<file path="config.mk">
export PLATFORM = sky130hd
export DESIGN_NAME = coalescing_free_range_allocator
export DESIGN_NICKNAME = d
export VERILOG_FILES = /design/src/sv/cfra_pkg.sv /design/src/sv/cfra_ctrl.sv /design/src/sv/cfra_dpath.sv /design/src/sv/coalescing_free_range_allocator.sv
export VERILOG_INCLUDE_DIRS = /design/src /design/src/sv
export SDC_FILE = /design/constraint.sdc
export NUM_CORES = 2
export LEC_CHECK = 0
export BUFFER_PORTS_ARGS = -buffer_cell sky130_fd_sc_hd__buf_2
export CORE_UTILIZATION = 50
export DETAILED_ROUTE_END_ITERATION = 10
export PLACE_DENSITY = 0.66
export SLEW_MARGIN = 20
export SYNTH_ARGS = -nofsm -noshare
export SYNTH_HDL_FRONTEND = slang
export SYNTH_SLANG_ARGS = --single-unit
export TNS_END_PERCENT = 50
</file>
<file path="constraint.sdc">
create_clock -name clk_i -period 35.5 [get_ports clk_i]
set_clock_uncertainty 0.2 [all_clocks]
set_input_delay 1.775 -clock clk_i [delete_from_list [all_inputs] [get_ports clk_i]]
set_output_delay 1.775 -clock clk_i [all_outputs]
set_load 0.005 [all_outputs]
</file>
<file path="src/sv/assert_macros.svh">
// Assertion helpers used by the RTL.
`ifndef ASSERT_MACROS_SVH
`define ASSERT_MACROS_SVH

// Check a property on every rising clock edge outside reset.
`define CFRA_ASSERT(lbl, clk, rstn, prop, msg) \
  lbl: assert property (@(posedge clk) disable iff (!rstn) prop) else $error(msg);

// Check that a condition implies another in the same cycle.
`define CFRA_ASSERT_IMP(lbl, clk, rstn, ante, cons, msg) \
  `CFRA_ASSERT(lbl, clk, rstn, (ante) |-> (cons), msg)

// Check that a condition implies another in the next cycle.
`define CFRA_ASSERT_NEXT(lbl, clk, rstn, ante, cons, msg) \
  `CFRA_ASSERT(lbl, clk, rstn, (ante) |=> (cons), msg)

`endif

</file>
<file path="src/sv/cfra_pkg.sv">
package cfra_pkg;

  localparam int unsigned MaxRangesDef = 16;
  localparam logic [31:0] PoolReset    = 32'd65536;

  typedef enum logic [2:0] {
    ST_OK        = 3'd0,
    ST_NO_FIT    = 3'd1,
    ST_DOUBLE    = 3'd2,
    ST_ZERO      = 3'd3,
    ST_FULL      = 3'd4,
    ST_NOT_FOUND = 3'd5
  } status_e;

  typedef enum logic [4:0] {
    OP_NONE,
    OP_LOAD,
    OP_RD_IDX,
    OP_STATUS,
    OP_ALLOC_SHRINK,
    OP_ALLOC_EXACT,
    OP_ADV,
    OP_FREE_EMPTY,
    OP_TOUCH_HI,
    OP_TOUCH_WR,
    OP_MERGE_HI,
    OP_MERGE_LO,
    OP_GROW,
    OP_INS_PREP,
    OP_APPEND,
    OP_SHD_RD,
    OP_SHD_WR,
    OP_SHD_END,
    OP_SHU_RD,
    OP_SHU_WR,
    OP_SHU_END
  } op_e;

  typedef struct packed {
    op_e     op;
    status_e code;
  } cmd_t;

  typedef struct packed {
    logic is_free;
    logic size_zero;
    logic cnt_zero;
    logic fit;
    logic exact;
    logic end_eq;
    logic start_eq;
    logic start_gt;
    logic grow;
    logic full;
    logic merge_lo;
    logic last;
    logic end_lt;
    logic merge_hi;
    logic shd_more;
    logic shu_more;
  } flags_t;

  typedef struct packed {
    logic [31:0] start;
    logic [31:0] len;
  } range_t;

endpackage

</file>
<file path="src/sv/cfra_ctrl.sv">
module cfra_ctrl (
  input  logic            clk_i,
  input  logic            rst_ni,
  input  logic            start,
  input  cfra_pkg::flags_t flags_i,
  output cfra_pkg::cmd_t  cmd_o,
  output logic            busy,
  output logic            done_o
);
  import cfra_pkg::*;

  typedef enum logic [8:0] {
    S_IDLE = 9'b000000001,
    S_CHK  = 9'b000000010,
    S_EVAL = 9'b000000100,
    S_MRG  = 9'b000001000,
    S_SHD  = 9'b000010000,
    S_SHDW = 9'b000100000,
    S_SHU  = 9'b001000000,
    S_SHUW = 9'b010000000,
    S_DONE = 9'b100000000
  } state_e;

  state_e state_q, state_d;

  always_ff @(posedge clk_i or negedge rst_ni) begin
    if (!rst_ni) begin
      state_q <= S_IDLE;
    end else begin
      state_q <= state_d;
    end
  end

  always_comb begin
    state_d = state_q;
    cmd_o   = '{op: OP_NONE, code: ST_OK};
    case (state_q)
      S_IDLE: begin
        if (start) begin
          cmd_o.op = OP_LOAD;
          state_d  = S_CHK;
        end
      end
      S_CHK: begin
        if (!flags_i.is_free) begin
          if (flags_i.cnt_zero) begin
            cmd_o = '{op: OP_STATUS, code: ST_NO_FIT};
            state_d = S_DONE;
          end else begin
            cmd_o.op = OP_RD_IDX;
            state_d  = S_EVAL;
          end
        end else if (flags_i.size_zero) begin
          cmd_o = '{op: OP_STATUS, code: ST_ZERO};
          state_d = S_DONE;
        end else if (flags_i.cnt_zero) begin
          cmd_o.op = OP_FREE_EMPTY;
          state_d  = S_DONE;
        end else begin
          cmd_o.op = OP_RD_IDX;
          state_d  = S_EVAL;
        end
      end
      S_EVAL: begin
        if (!flags_i.is_free) begin
          if (flags_i.fit) begin
            if (flags_i.exact) begin
              cmd_o.op = OP_ALLOC_EXACT;
              state_d  = S_SHD;
            end else begin
              cmd_o.op = OP_ALLOC_SHRINK;
              state_d  = S_DONE;
            end
          end else if (flags_i.last) begin
            cmd_o = '{op: OP_STATUS, code: ST_NO_FIT};
            state_d = S_DONE;
          end else begin
            cmd_o.op = OP_ADV;
          end
        end else if (flags_i.end_eq) begin
          cmd_o.op = OP_TOUCH_HI;
          state_d  = S_MRG;
        end else if (flags_i.start_eq) begin
          cmd_o = '{op: OP_STATUS, code: ST_DOUBLE};
          state_d = S_DONE;
        end else if (flags_i.start_gt) begin
          if (flags_i.full && !flags_i.grow) begin
            cmd_o = '{op: OP_STATUS, code: ST_FULL};
            state_d = S_DONE;
          end else if (flags_i.merge_lo) begin
            // lower neighbor absorbs the range; a grown entry then drops
            cmd_o.op = OP_MERGE_LO;
            state_d  = flags_i.grow ? S_SHD : S_DONE;
          end else if (flags_i.grow) begin
            cmd_o.op = OP_GROW;
            state_d  = S_DONE;
          end else begin
            cmd_o.op = OP_INS_PREP;
            state_d  = S_SHU;
          end
        end else if (flags_i.last && flags_i.end_lt) begin
          if (flags_i.full) begin
            cmd_o = '{op: OP_STATUS, code: ST_FULL};
          end else begin
            cmd_o.op = OP_APPEND;
          end
          state_d = S_DONE;
        end else if (flags_i.last) begin
          cmd_o = '{op: OP_STATUS, code: ST_NOT_FOUND};
          state_d = S_DONE;
        end else begin
          cmd_o.op = OP_ADV;
        end
      end
      S_MRG: begin
        if (flags_i.merge_hi) begin
          cmd_o.op = OP_MERGE_HI;
          state_d  = S_SHD;
        end else begin
          cmd_o.op = OP_TOUCH_WR;
          state_d  = S_DONE;
        end
      end
      S_SHD: begin
        if (flags_i.shd_more) begin
          cmd_o.op = OP_SHD_RD;
          state_d  = S_SHDW;
        end else begin
          cmd_o.op = OP_SHD_END;
          state_d  = S_DONE;
        end
      end
      S_SHDW: begin
        cmd_o.op = OP_SHD_WR;
        state_d  = S_SHD;
      end
      S_SHU: begin
        if (flags_i.shu_more) begin
          cmd_o.op = OP_SHU_RD;
          state_d  = S_SHUW;
        end else begin
          cmd_o.op = OP_SHU_END;
          state_d  = S_DONE;
        end
      end
      S_SHUW: begin
        cmd_o.op = OP_SHU_WR;
        state_d  = S_SHU;
      end
      S_DONE: begin
        state_d = S_IDLE;
      end
      default: begin
        state_d = S_IDLE;
      end
    endcase
  end

  assign busy   = (state_q != S_IDLE);
  assign done_o = (state_q == S_DONE);

endmodule

</file>
<file path="src/sv/cfra_dpath.sv">
module cfra_dpath #(
  parameter int unsigned MAX_RANGES = cfra_pkg::MaxRangesDef
) (
  input  logic             clk_i,
  input  logic             rst_ni,
  input  cfra_pkg::cmd_t   cmd_i,
  output cfra_pkg::flags_t flags_o,
  input  logic             cfg_we_i,
  input  logic [31:0]      cfg_wdata_i,
  input  logic             func_i,
  input  logic [31:0]      req_size_i,
  input  logic [31:0]      block_offset_i,
  output logic [2:0]       status_o,
  output logic [31:0]      alloc_offset_o,
  output logic [31:0]      free_total_o
);
  import cfra_pkg::*;

  localparam int unsigned AW = $clog2(MAX_RANGES);
  localparam int unsigned CW = $clog2(MAX_RANGES + 1);

  range_t          mem [MAX_RANGES];
  range_t          mem_q;
  logic            hit_q;
  logic            init_q;
  logic [31:0]     pool_q;
  logic [CW-1:0]   cnt_q;
  logic [31:0]     sum_q;
  logic            func_q;
  logic [31:0]     size_q;
  logic [31:0]     off_q;
  logic [AW-1:0]   idx_q;
  logic [AW-1:0]   ptr_q;
  range_t          prev_q;
  range_t          cur_q;
  status_e         status_q;
  logic [31:0]     where_q;

  range_t          rd;
  logic [AW-1:0]   ra;
  logic            we;
  logic [AW-1:0]   wa;
  range_t          wd;
  logic [32:0]     end33;
  logic [32:0]     off33;
  logic [32:0]     prev_end33;
  logic [32:0]     cur_end33;
  logic [CW-1:0]   idx_inc;

  // entry 0 reads as the initial range until it is first written
  assign rd = hit_q ? range_t'{start: 32'd0, len: pool_q} : mem_q;

  assign end33      = {1'b0, rd.start} + {1'b0, rd.len};
  assign off33      = {1'b0, off_q};
  assign prev_end33 = {1'b0, prev_q.start} + {1'b0, prev_q.len};
  assign cur_end33  = {1'b0, cur_q.start} + {1'b0, cur_q.len};
  assign idx_inc    = CW'(idx_q) + CW'(1);

  always_comb begin
    flags_o.is_free   = func_q;
    flags_o.size_zero = (size_q == 32'd0);
    flags_o.cnt_zero  = (cnt_q == '0);
    flags_o.fit       = (rd.len >= size_q);
    flags_o.exact     = (rd.len == size_q);
    flags_o.end_eq    = (end33 == off33);
    flags_o.start_eq  = (rd.start == off_q);
    flags_o.start_gt  = (rd.start > off_q);
    flags_o.grow      = ((off33 + {1'b0, size_q}) == {1'b0, rd.start});
    flags_o.full      = (cnt_q >= CW'(MAX_RANGES));
    flags_o.merge_lo  = (idx_q != '0) && (prev_end33 == off33);
    flags_o.last      = (idx_inc >= cnt_q);
    flags_o.end_lt    = (end33 < off33);
    flags_o.merge_hi  = (idx_inc < cnt_q) && ({1'b0, rd.start} == cur_end33);
    flags_o.shd_more  = ((CW'(ptr_q) + CW'(1)) < cnt_q);
    flags_o.shu_more  = (ptr_q > idx_q);
  end

  always_comb begin
    case (cmd_i.op)
      OP_ADV, OP_TOUCH_HI: ra = idx_q + AW'(1);
      OP_SHD_RD:           ra = ptr_q + AW'(1);
      OP_SHU_RD:           ra = ptr_q - AW'(1);
      default:             ra = idx_q;
    endcase
  end

  always_comb begin
    we = 1'b1;
    wa = idx_q;
    wd = '{start: off_q, len: size_q};
    case (cmd_i.op)
      OP_ALLOC_SHRINK: wd = '{start: rd.start + size_q, len: rd.len - size_q};
      OP_FREE_EMPTY:   wa = '0;
      OP_TOUCH_WR:     wd = cur_q;
      OP_MERGE_HI:     wd = '{start: cur_q.start, len: cur_q.len + rd.len};
      OP_MERGE_LO: begin
        wa = idx_q - AW'(1);
        wd = '{start: prev_q.start,
               len: prev_q.len + (flags_o.grow ? rd.len + size_q : size_q)};
      end
      OP_GROW:         wd = '{start: off_q, len: rd.len + size_q};
      OP_APPEND:       wa = cnt_q[AW-1:0];
      OP_SHD_WR, OP_SHU_WR: begin
        wa = ptr_q;
        wd = rd;
      end
      OP_SHU_END:      wa = idx_q;
      default:         we = 1'b0;
    endcase
  end

  always_ff @(posedge clk_i) begin
    if (we) begin
      mem[wa] <= wd;
    end
    mem_q <= mem[ra];
  end

  always_ff @(posedge clk_i or negedge rst_ni) begin
    if (!rst_ni) begin
      hit_q  <= 1'b0;
      init_q <= 1'b1;
      pool_q <= PoolReset;
      cnt_q  <= CW'(1);
      sum_q  <= PoolReset;
    end else begin
      hit_q <= init_q && (ra == '0);
      if (cfg_we_i) begin
        pool_q <= cfg_wdata_i;
        cnt_q  <= CW'(1);
        sum_q  <= cfg_wdata_i;
        init_q <= 1'b1;
      end else begin
        if (we && (wa == '0)) begin
          init_q <= 1'b0;
        end
        case (cmd_i.op)
          OP_ALLOC_SHRINK, OP_ALLOC_EXACT: sum_q <= sum_q - size_q;
          OP_FREE_EMPTY: begin
            cnt_q <= CW'(1);
            sum_q <= sum_q + size_q;
          end
          OP_TOUCH_HI, OP_MERGE_LO, OP_GROW, OP_INS_PREP: sum_q <= sum_q + size_q;
          OP_APPEND, OP_SHU_END: begin
            cnt_q <= cnt_q + CW'(1);
            if (cmd_i.op == OP_APPEND) begin
              sum_q <= sum_q + size_q;
            end
          end
          OP_SHD_END: cnt_q <= cnt_q - CW'(1);
          default: ;
        endcase
      end
    end
  end

  always_ff @(posedge clk_i) begin
    case (cmd_i.op)
      OP_LOAD: begin
        func_q   <= func_i;
        size_q   <= req_size_i;
        off_q    <= block_offset_i;
        idx_q    <= '0;
        status_q <= ST_OK;
        where_q  <= 32'd0;
      end
      OP_STATUS:       status_q <= cmd_i.code;
      OP_ALLOC_SHRINK: where_q <= rd.start;
      OP_ALLOC_EXACT: begin
        where_q <= rd.start;
        ptr_q   <= idx_q;
      end
      OP_ADV: begin
        prev_q <= rd;
        idx_q  <= idx_q + AW'(1);
      end
      OP_TOUCH_HI:  cur_q <= '{start: rd.start, len: rd.len + size_q};
      OP_MERGE_HI:  ptr_q <= idx_q + AW'(1);
      OP_MERGE_LO:  ptr_q <= idx_q;
      OP_INS_PREP:  ptr_q <= cnt_q[AW-1:0];
      OP_SHD_WR:    ptr_q <= ptr_q + AW'(1);
      OP_SHU_WR:    ptr_q <= ptr_q - AW'(1);
      default: ;
    endcase
  end

  assign status_o       = status_q;
  assign alloc_offset_o = where_q;
  assign free_total_o   = sum_q;

endmodule

</file>
<file path="src/sv/coalescing_free_range_allocator.sv">
// First-fit allocator over a sorted table of free ranges with coalescing on
// free. Pulse start while busy is low to issue a request; exactly one result
// follows, shown for a single cycle with done_o high, and it cannot be held
// off, so capture it on that cycle. A request loads its operands, checks them,
// then scans the table one entry per step; a free that touches a range from
// above adds an upward merge check, and removing or inserting an entry moves
// each later entry with a read step and a write step, then closes the shift
// with a final step before the result. The registered read of the range
// memory is why each moved entry needs both steps. Writing cfg_wdata_i with
// cfg_we_i resets the table to one range covering the pool, taking effect at once.
`include "assert_macros.svh"

module coalescing_free_range_allocator #(
  parameter int unsigned MAX_RANGES = cfra_pkg::MaxRangesDef
) (
  input  logic        clk_i,
  input  logic        rst_ni,
  input  logic        start,
  output logic        busy,
  input  logic        func_i,
  input  logic [31:0] req_size_i,
  input  logic [31:0] block_offset_i,
  input  logic        cfg_we_i,
  input  logic [31:0] cfg_wdata_i,
  output logic        done_o,
  output logic [2:0]  status_o,
  output logic [31:0] alloc_offset_o,
  output logic [31:0] free_total_o
);
  import cfra_pkg::*;

  cmd_t   cmd;
  flags_t flags;

  cfra_ctrl u_ctrl (
    .clk_i   (clk_i),
    .rst_ni  (rst_ni),
    .start   (start),
    .flags_i (flags),
    .cmd_o   (cmd),
    .busy    (busy),
    .done_o  (done_o)
  );

  cfra_dpath #(
    .MAX_RANGES (MAX_RANGES)
  ) u_dpath (
    .clk_i          (clk_i),
    .rst_ni         (rst_ni),
    .cmd_i          (cmd),
    .flags_o        (flags),
    .cfg_we_i       (cfg_we_i),
    .cfg_wdata_i    (cfg_wdata_i),
    .func_i         (func_i),
    .req_size_i     (req_size_i),
    .block_offset_i (block_offset_i),
    .status_o       (status_o),
    .alloc_offset_o (alloc_offset_o),
    .free_total_o   (free_total_o)
  );

  `CFRA_ASSERT_IMP(a_done_busy, clk_i, rst_ni, done_o, busy, "result beat outside a request")
  `CFRA_ASSERT_NEXT(a_start_busy, clk_i, rst_ni, start && !busy, busy, "request not taken")
  `CFRA_ASSERT_NEXT(a_done_idle, clk_i, rst_ni, done_o, !busy, "no return to idle after result")
  `CFRA_ASSERT_IMP(a_fail_zero, clk_i, rst_ni, done_o && (status_o != ST_OK), alloc_offset_o == 32'd0, "offset on failed request")

endmodule

</file>
* After elaboration in Yosys (flattened, before gate mapping)
Memories as Yosys holds them, arrays and structs flattened. A register that Yosys moved wholly into a read port is not among the register bits. Index checks and enable logic that the tools add are counted.
Storage, ports and cells: bits in registers 316, memory bits (writable) 1024, bits of input ports 101, output and inout bits 69, word-level logic and storage cells 178, memories kept 1
Cells by class: add/subtract/negate cells 19, magnitude comparators 8, equality and inequality tests 37, mux-type cells 69, reductions and logical operators 27
Memory list:
- u_dpath.mem | words 16, width 64, read ports 1, clocked after memory_dff 1, wr ports 1, line cfra_dpath.sv:22 | range_t mem [MAX_RANGES];
Operators by type and width (number):
- 64-bit one-hot mux with 6 select lines | 1
- 9-bit two-way mux | 19
- 32-bit adder | 5
- 32-bit by 32-bit adder with 33-bit output | 4
- 33-bit by 32-bit equality test with 1-bit output | 3
- 32-bit two-way mux | 3
- 32-bit one-hot mux with 3 select lines | 1
- 9-bit one-hot mux with 8 select lines | 1
- 32-bit equality test | 2
- 64-bit two-way mux | 1
- 32-bit one-hot mux with 2 select lines | 1
- 32-bit subtractor | 2
- 5-bit by 4-bit equality test with 1-bit output (second input constant) | 8
- 5-bit one-hot mux with 8 select lines | 1
- 5-bit two-way mux | 7
- 32-bit by 33-bit equality test with 1-bit output | 1
- 33-bit by 32-bit less-than comparator with 1-bit output | 1
- 32-bit greater-or-equal comparator | 1
- 32-bit greater-than comparator | 1
- 32-bit zero test | 1
- 8-bit two-way mux | 4
- 5-bit equality test (second input constant) | 5
- 3-bit two-way mux | 8
- 5-bit by 3-bit equality test with 1-bit output (second input constant) | 4
- 44 further kinds | 75

* Logic depth before layout (Yosys ltp)
word-level depth 17, mapped depth 61, depth with buffers taken out 52

* Cells and area by module
From an unflattened synthesis, not the netlist that was laid out.
Unflattened totals: cell total of the unflattened synthesis 6697, area, all modules 77030.1 sq um
Modules (own cells, without submodules):
- cfra_dpath | instances 1, cells an instance 6557, area each 75956.6 sq um, sequential area each 40899.2 sq um
- cfra_ctrl | instances 1, cells an instance 140, area each 1073.5 sq um, sequential area each 226.5 sq um

* Least setup slack after synthesis
OpenSTA, ideal clock, no wires.
path kind flip-flop to flip-flop, start reg u_dpath.hit_q, end reg u_dpath.sum_q[31], in the netlist u_dpath.free_total_o[31], library setup time 0.082 ns, arrival time 13.067 ns, required time 35.218 ns, slack 22.151 ns, stages on the path, launching flop included 59, path buffers 9, period minus slack after synthesis 13.349 ns, cells stage by stage dfrtp_1 -> buf_4 -> buf_6 -> buf_6 -> clkbuf_1 -> buf_1 -> clkbuf_1 -> clkbuf_1 -> nand2b_1 -> inv_1 -> ha_1 -> a21o_1 -> a21o_1 -> a221oi_1 -> o41a_1 -> o21a_1 -> o41ai_1 -> a2111o_1 -> [23 not listed] -> ha_1 -> a21o_1 -> a21o_1 -> a21oi_1 -> o21ai_0 -> a211oi_1 -> a211oi_1 -> o311ai_0 -> nand2b_1 -> a31o_2 -> o41a_1 -> a211oi_1 -> o21ai_0 -> a21o_1 -> a31oi_1 -> nor3_1 -> or3b_2 -> a31oi_1
RTL lines:
- from (decl) | line cfra_dpath.sv:24 | logic hit_q;
- from (signal assigned) | line cfra_dpath.sv:127 | hit_q <= init_q && (ra == '0);
- to (signal assigned) | line cfra_dpath.sv:125 | sum_q <= PoolReset;
- to (signal assigned) | line cfra_dpath.sv:131 | sum_q <= cfg_wdata_i;
- to (signal assigned) | line cfra_dpath.sv:138 | OP_ALLOC_SHRINK, OP_ALLOC_EXACT: sum_q <= sum_q - size_q;
- to (decl) | line cfra_dpath.sv:28 | logic [31:0] sum_q;

==> results.tsv <==
metric	value	unit
max incr delay on CP	0.78	ns
Initial Utilization	50.6	%
met1 Use GR	46.2	%
gr ovfl total	0	
CP Class	reg2reg	
DR iter-0 viols	6838	
Mapped Cells	6635	
crit path capture type	register	
Reg-to-Reg Start	u_dpath.hit_q$_DFF_PN0_	
reg2reg end	u_dpath.free_total_o[31]$_DFFE_PN0P_	
RSZ-0062 raised after global routing	no	
Crit-path slowest cell	dfrtp_4	
postcts setup bufs	0	
arrival time worst endpoint	15.61	ns
die span in y	395	µm
Avg Cell Area, Syn	11.6	µm²
DP HPWL	191000	µm
CP Launch Type	register	
# IOs	170	
PD cells	86.1	mW/mm²
Crit path required time	36.03	ns
Final Hold Viols	0	
post-synthesis sequential area ratio	53.3	%
Async S/R FF share, synth	5.70	%
clock-pin slew on the worst setup and hold paths	0.06	ns
hold_buf cts	0	
CTS H-tree depth	4	
DR WL/cell	30.2	µm
Post-synth EDFFs	1260	
Synth cell types	112	
core area	0.153	mm²
status	finished clean	
busiest grt layer	met2	
Max Fclk	66.3	MHz
Final period util	42.5	%
Leakage	31.1	nW
dpl cells	8657	
Final GP Congestion	1.01	
filler instances	12700	
hold path cells	2	
CP Buf/Inv Count	3	
Max-Cap Viols	0	
Seq cells post-synth	1404	
worst min path class	reg2reg	
Vias/cell	6.49	
antenna violations before repair	16	
Max Buffers Root-to-Sink	3	
NumNets Final	7296	
cell area after synthesis	0.0772	mm²
worst hold margin	0.297	ns
GR Util met2	52.4	%
CP max FO	51	
vias in the first global route	54800	
CTS tree	built	
Mapped Nets	7148	
reg2reg setup slack	20.41	ns
via count	58100	
DRC violation count after routing	0	
Finished Core Util	56.0	%
total chip power	7.36	mW
Final Max Tran Viols	0	
IO Port Bufs	169	
Cell Rows	143	
pin count of the biggest net entering global routing	177	
min cycle time layout	15.09	ns
Tightest Pin Transition	1.31	ns
max_slew headroom	12.6	%
post-CTS sizing	0	
setup_tns	0	ns
first-pass GRT wire length	384000	µm
root buffer cell	clkbuf_16	
drt first pass iters	8	
All-Layer GR Usage	33.9	%
clock latency on the worst-skew pair	0.82	ns
share of cells above drive strength 1	15.5	%
final cell count without fillers	8951	
Final Setup Violations	0	
die footprint	0.156	mm²
CTS Buf Count	152	
drt total wl	270000	µm
Hold Startpoint	u_dpath.pool_q[16]$_DFFE_PN1P_	
Yosys Warn Count	0	
Die X	395	µm
antenna viol nets, final	0	
TritonCTS Sinks	1404	
Area Growth Syn to Fin	10.7	%
largest vdd supply drop	0.0778	mV
hold path endpoint	u_dpath.pool_q[16]$_DFFE_PN1P_	
Crit path max-delay family	compound AO/OA/AOI/OAI gates	
Top FF cell, synth	edfxtp_1	
met3 GRT Util	5.35	%
Worst R2R Path Depth	52	
## worst register-to-register path, delay by kind of cell (launching register included)
family	cells	cell delay, ns
flops	1	0.78
simple gates	13	3.33
compound gates	32	8.63
buf+inv	3	1.09
xor+xnor	1	0.09
fa+ha+maj	3	0.89
## state kept, by name, summed over array words and instances, names as in the netlist
| name | flops |
|---|---|
| u_dpath.mem | 1024 |
| u_dpath.cur_q | 64 |
| u_dpath.mem_q | 64 |
| u_dpath.prev_q | 64 |
| u_dpath.alloc_offset_o | 32 |
| u_dpath.free_total_o | 32 |
| u_dpath.off_q | 32 |
| u_dpath.pool_q | 32 |
| u_dpath.size_q | 32 |
| u_ctrl.state_q | 9 |
| u_dpath.cnt_q | 5 |
| u_dpath.idx_q | 4 |
| u_dpath.ptr_q | 4 |
| u_dpath.status_o | 3 |
| u_dpath.func_q | 1 |
| u_dpath.hit_q | 1 |
| u_dpath.init_q | 1 |
## routing by layer
| layer | share of wire (%) | vias to the layer above |
|---|---|---|
| met2 | 45 | 2889 |
| met3 | 8.5 | 649 |
| met1 | 41 | 28800 |
| met4 | 5.6 | 2 |
| li1 | - | 25700 |
| met5 | 0.0030 | - |
## layout by cell type, fill, tap and decap left out, drive strengths merged, types with 33 or more instances in the layout
master and count:
edfxtp 1260, mux2 458, a21oi 421, o21ai 410, ha 401, nor2 366
nand2 363, inv 360, buf 304, xnor2 238, o22ai 220, clkbuf 195
o211ai 179, nor3 135, a21o 124, nand3 113, xor2 104, nor4 97
nand4 80, dfrtp 75, clkinv 66, dfxtp 64, nand2b 60, nor2b 55
o21a 49, a211oi 49, a221oi 45, o21bai 44, and3 44, a31oi 44
or3 37, o31ai 33
## how the worst max path moves through the flow
stage,depth (start not counted),end,slack (ns),start
6_report,52,u_dpath.free_total_o[31]$_DFFE_PN0P_,20.41,u_dpath.hit_q$_DFF_PN0_
5_1_grt,52,u_dpath.free_total_o[31]$_DFFE_PN0P_,19.50,u_dpath.hit_q$_DFF_PN0_
4_1_cts,52,u_dpath.free_total_o[31]$_DFFE_PN0P_,20.68,u_dpath.hit_q$_DFF_PN0_
3_5_place_dp,52,u_dpath.free_total_o[31]$_DFFE_PN0P_,20.80,u_dpath.hit_q$_DFF_PN0_
3_3_place_gp,52,u_dpath.free_total_o[31]$_DFFE_PN0P_,20.97,u_dpath.hit_q$_DFF_PN0_
2_1_floorplan,58,u_dpath.free_total_o[31]$_DFFE_PN0P_,22.15,u_dpath.hit_q$_DFF_PN0_
## final cells by class
type / instances / area, µm² / share of cell area (%)
inverter: 355 / 1330 / 1.56
multi-input combinational: 4565 / 33500 / 39.1
clock buffer: 194 / 4050 / 4.74
antenna: 9 / 22.5 / 0.0263
sequential: 1404 / 41100 / 48.1
clock inverter: 89 / 1040 / 1.22
timing repair buffer: 305 / 1920 / 2.24
tap: 2030 / 2540 / 2.97
## metrics by stage
step,cell area [µm²],setup WS (ns)
after CTS,85400,20.68
final,85500,20.41
after floorplan,77200,22.15
after global routing,85500,19.50
after global placement,80300,20.97
after detailed placement,80300,20.80
## power by group
| group | total, mW | internal [mW] | switching (mW) |
|---|---|---|---|
| Combinational | 3.54 | 1.26 | 2.28 |
| Clock | 1.61 | 0.910 | 0.700 |
| Sequential | 2.21 | 2.09 | 0.128 |
## logic make-up (layout without fill, tap and decap cells)
family / Yosys count / in the layout / share of synthesized area [%]
mux: 479 / 479 / 6.97
fa+ha+maj: 413 / 413 / 6.80
other cells: 0 / 9 / 0
flops: 1404 / 1404 / 53.3
xor+xnor: 342 / 342 / 3.91
buf+inv: 666 / 943 / 3.74
compound gates: 1858 / 1858 / 15.5
simple gates: 1473 / 1473 / 9.81
## cells in the mapped netlist (17+ instances only)
| cell | number | area [µm²] |
|---|---|---|
| buf_4 | 19 | 143 |
| xnor2_1 | 236 | 2070 |
| nor3_1 | 132 | 661 |
| nand3_1 | 112 | 561 |
| and2_1 | 23 | 144 |
| o211ai_1 | 178 | 1340 |
| o21a_1 | 49 | 368 |
| ha_1 | 401 | 5020 |
| buf_2 | 38 | 190 |
| o22ai_1 | 220 | 1380 |
| nand2_1 | 363 | 1360 |
| a22oi_1 | 32 | 240 |
| xor2_1 | 103 | 902 |
| a211oi_1 | 48 | 360 |
| a2111oi_0 | 22 | 193 |
| o21bai_1 | 44 | 330 |
| nand4_1 | 79 | 494 |
| or3_1 | 35 | 219 |
| or4_1 | 17 | 128 |
| edfxtp_1 | 1260 | 37800 |
| nor2b_1 | 52 | 325 |
| clkbuf_1 | 203 | 762 |
| a31oi_1 | 43 | 269 |
| mux2_2 | 380 | 4280 |
| nor3b_1 | 20 | 150 |
| mux2_1 | 78 | 878 |
| dfrtp_1 | 75 | 1880 |
| o21ai_0 | 396 | 1980 |
| dfxtp_1 | 64 | 1280 |
| nor4_1 | 53 | 332 |
| a21oi_1 | 421 | 2110 |
| nor4_2 | 44 | 551 |
| nand2b_1 | 57 | 357 |
| and3_1 | 44 | 275 |
| a221oi_1 | 44 | 385 |
| nor2_1 | 366 | 1370 |
| o31ai_1 | 32 | 240 |
| a21o_1 | 124 | 931 |
| mux2i_1 | 20 | 200 |
| buf_6 | 31 | 349 |
| inv_1 | 349 | 1310 |
Power figures use the tool's default switching activity.
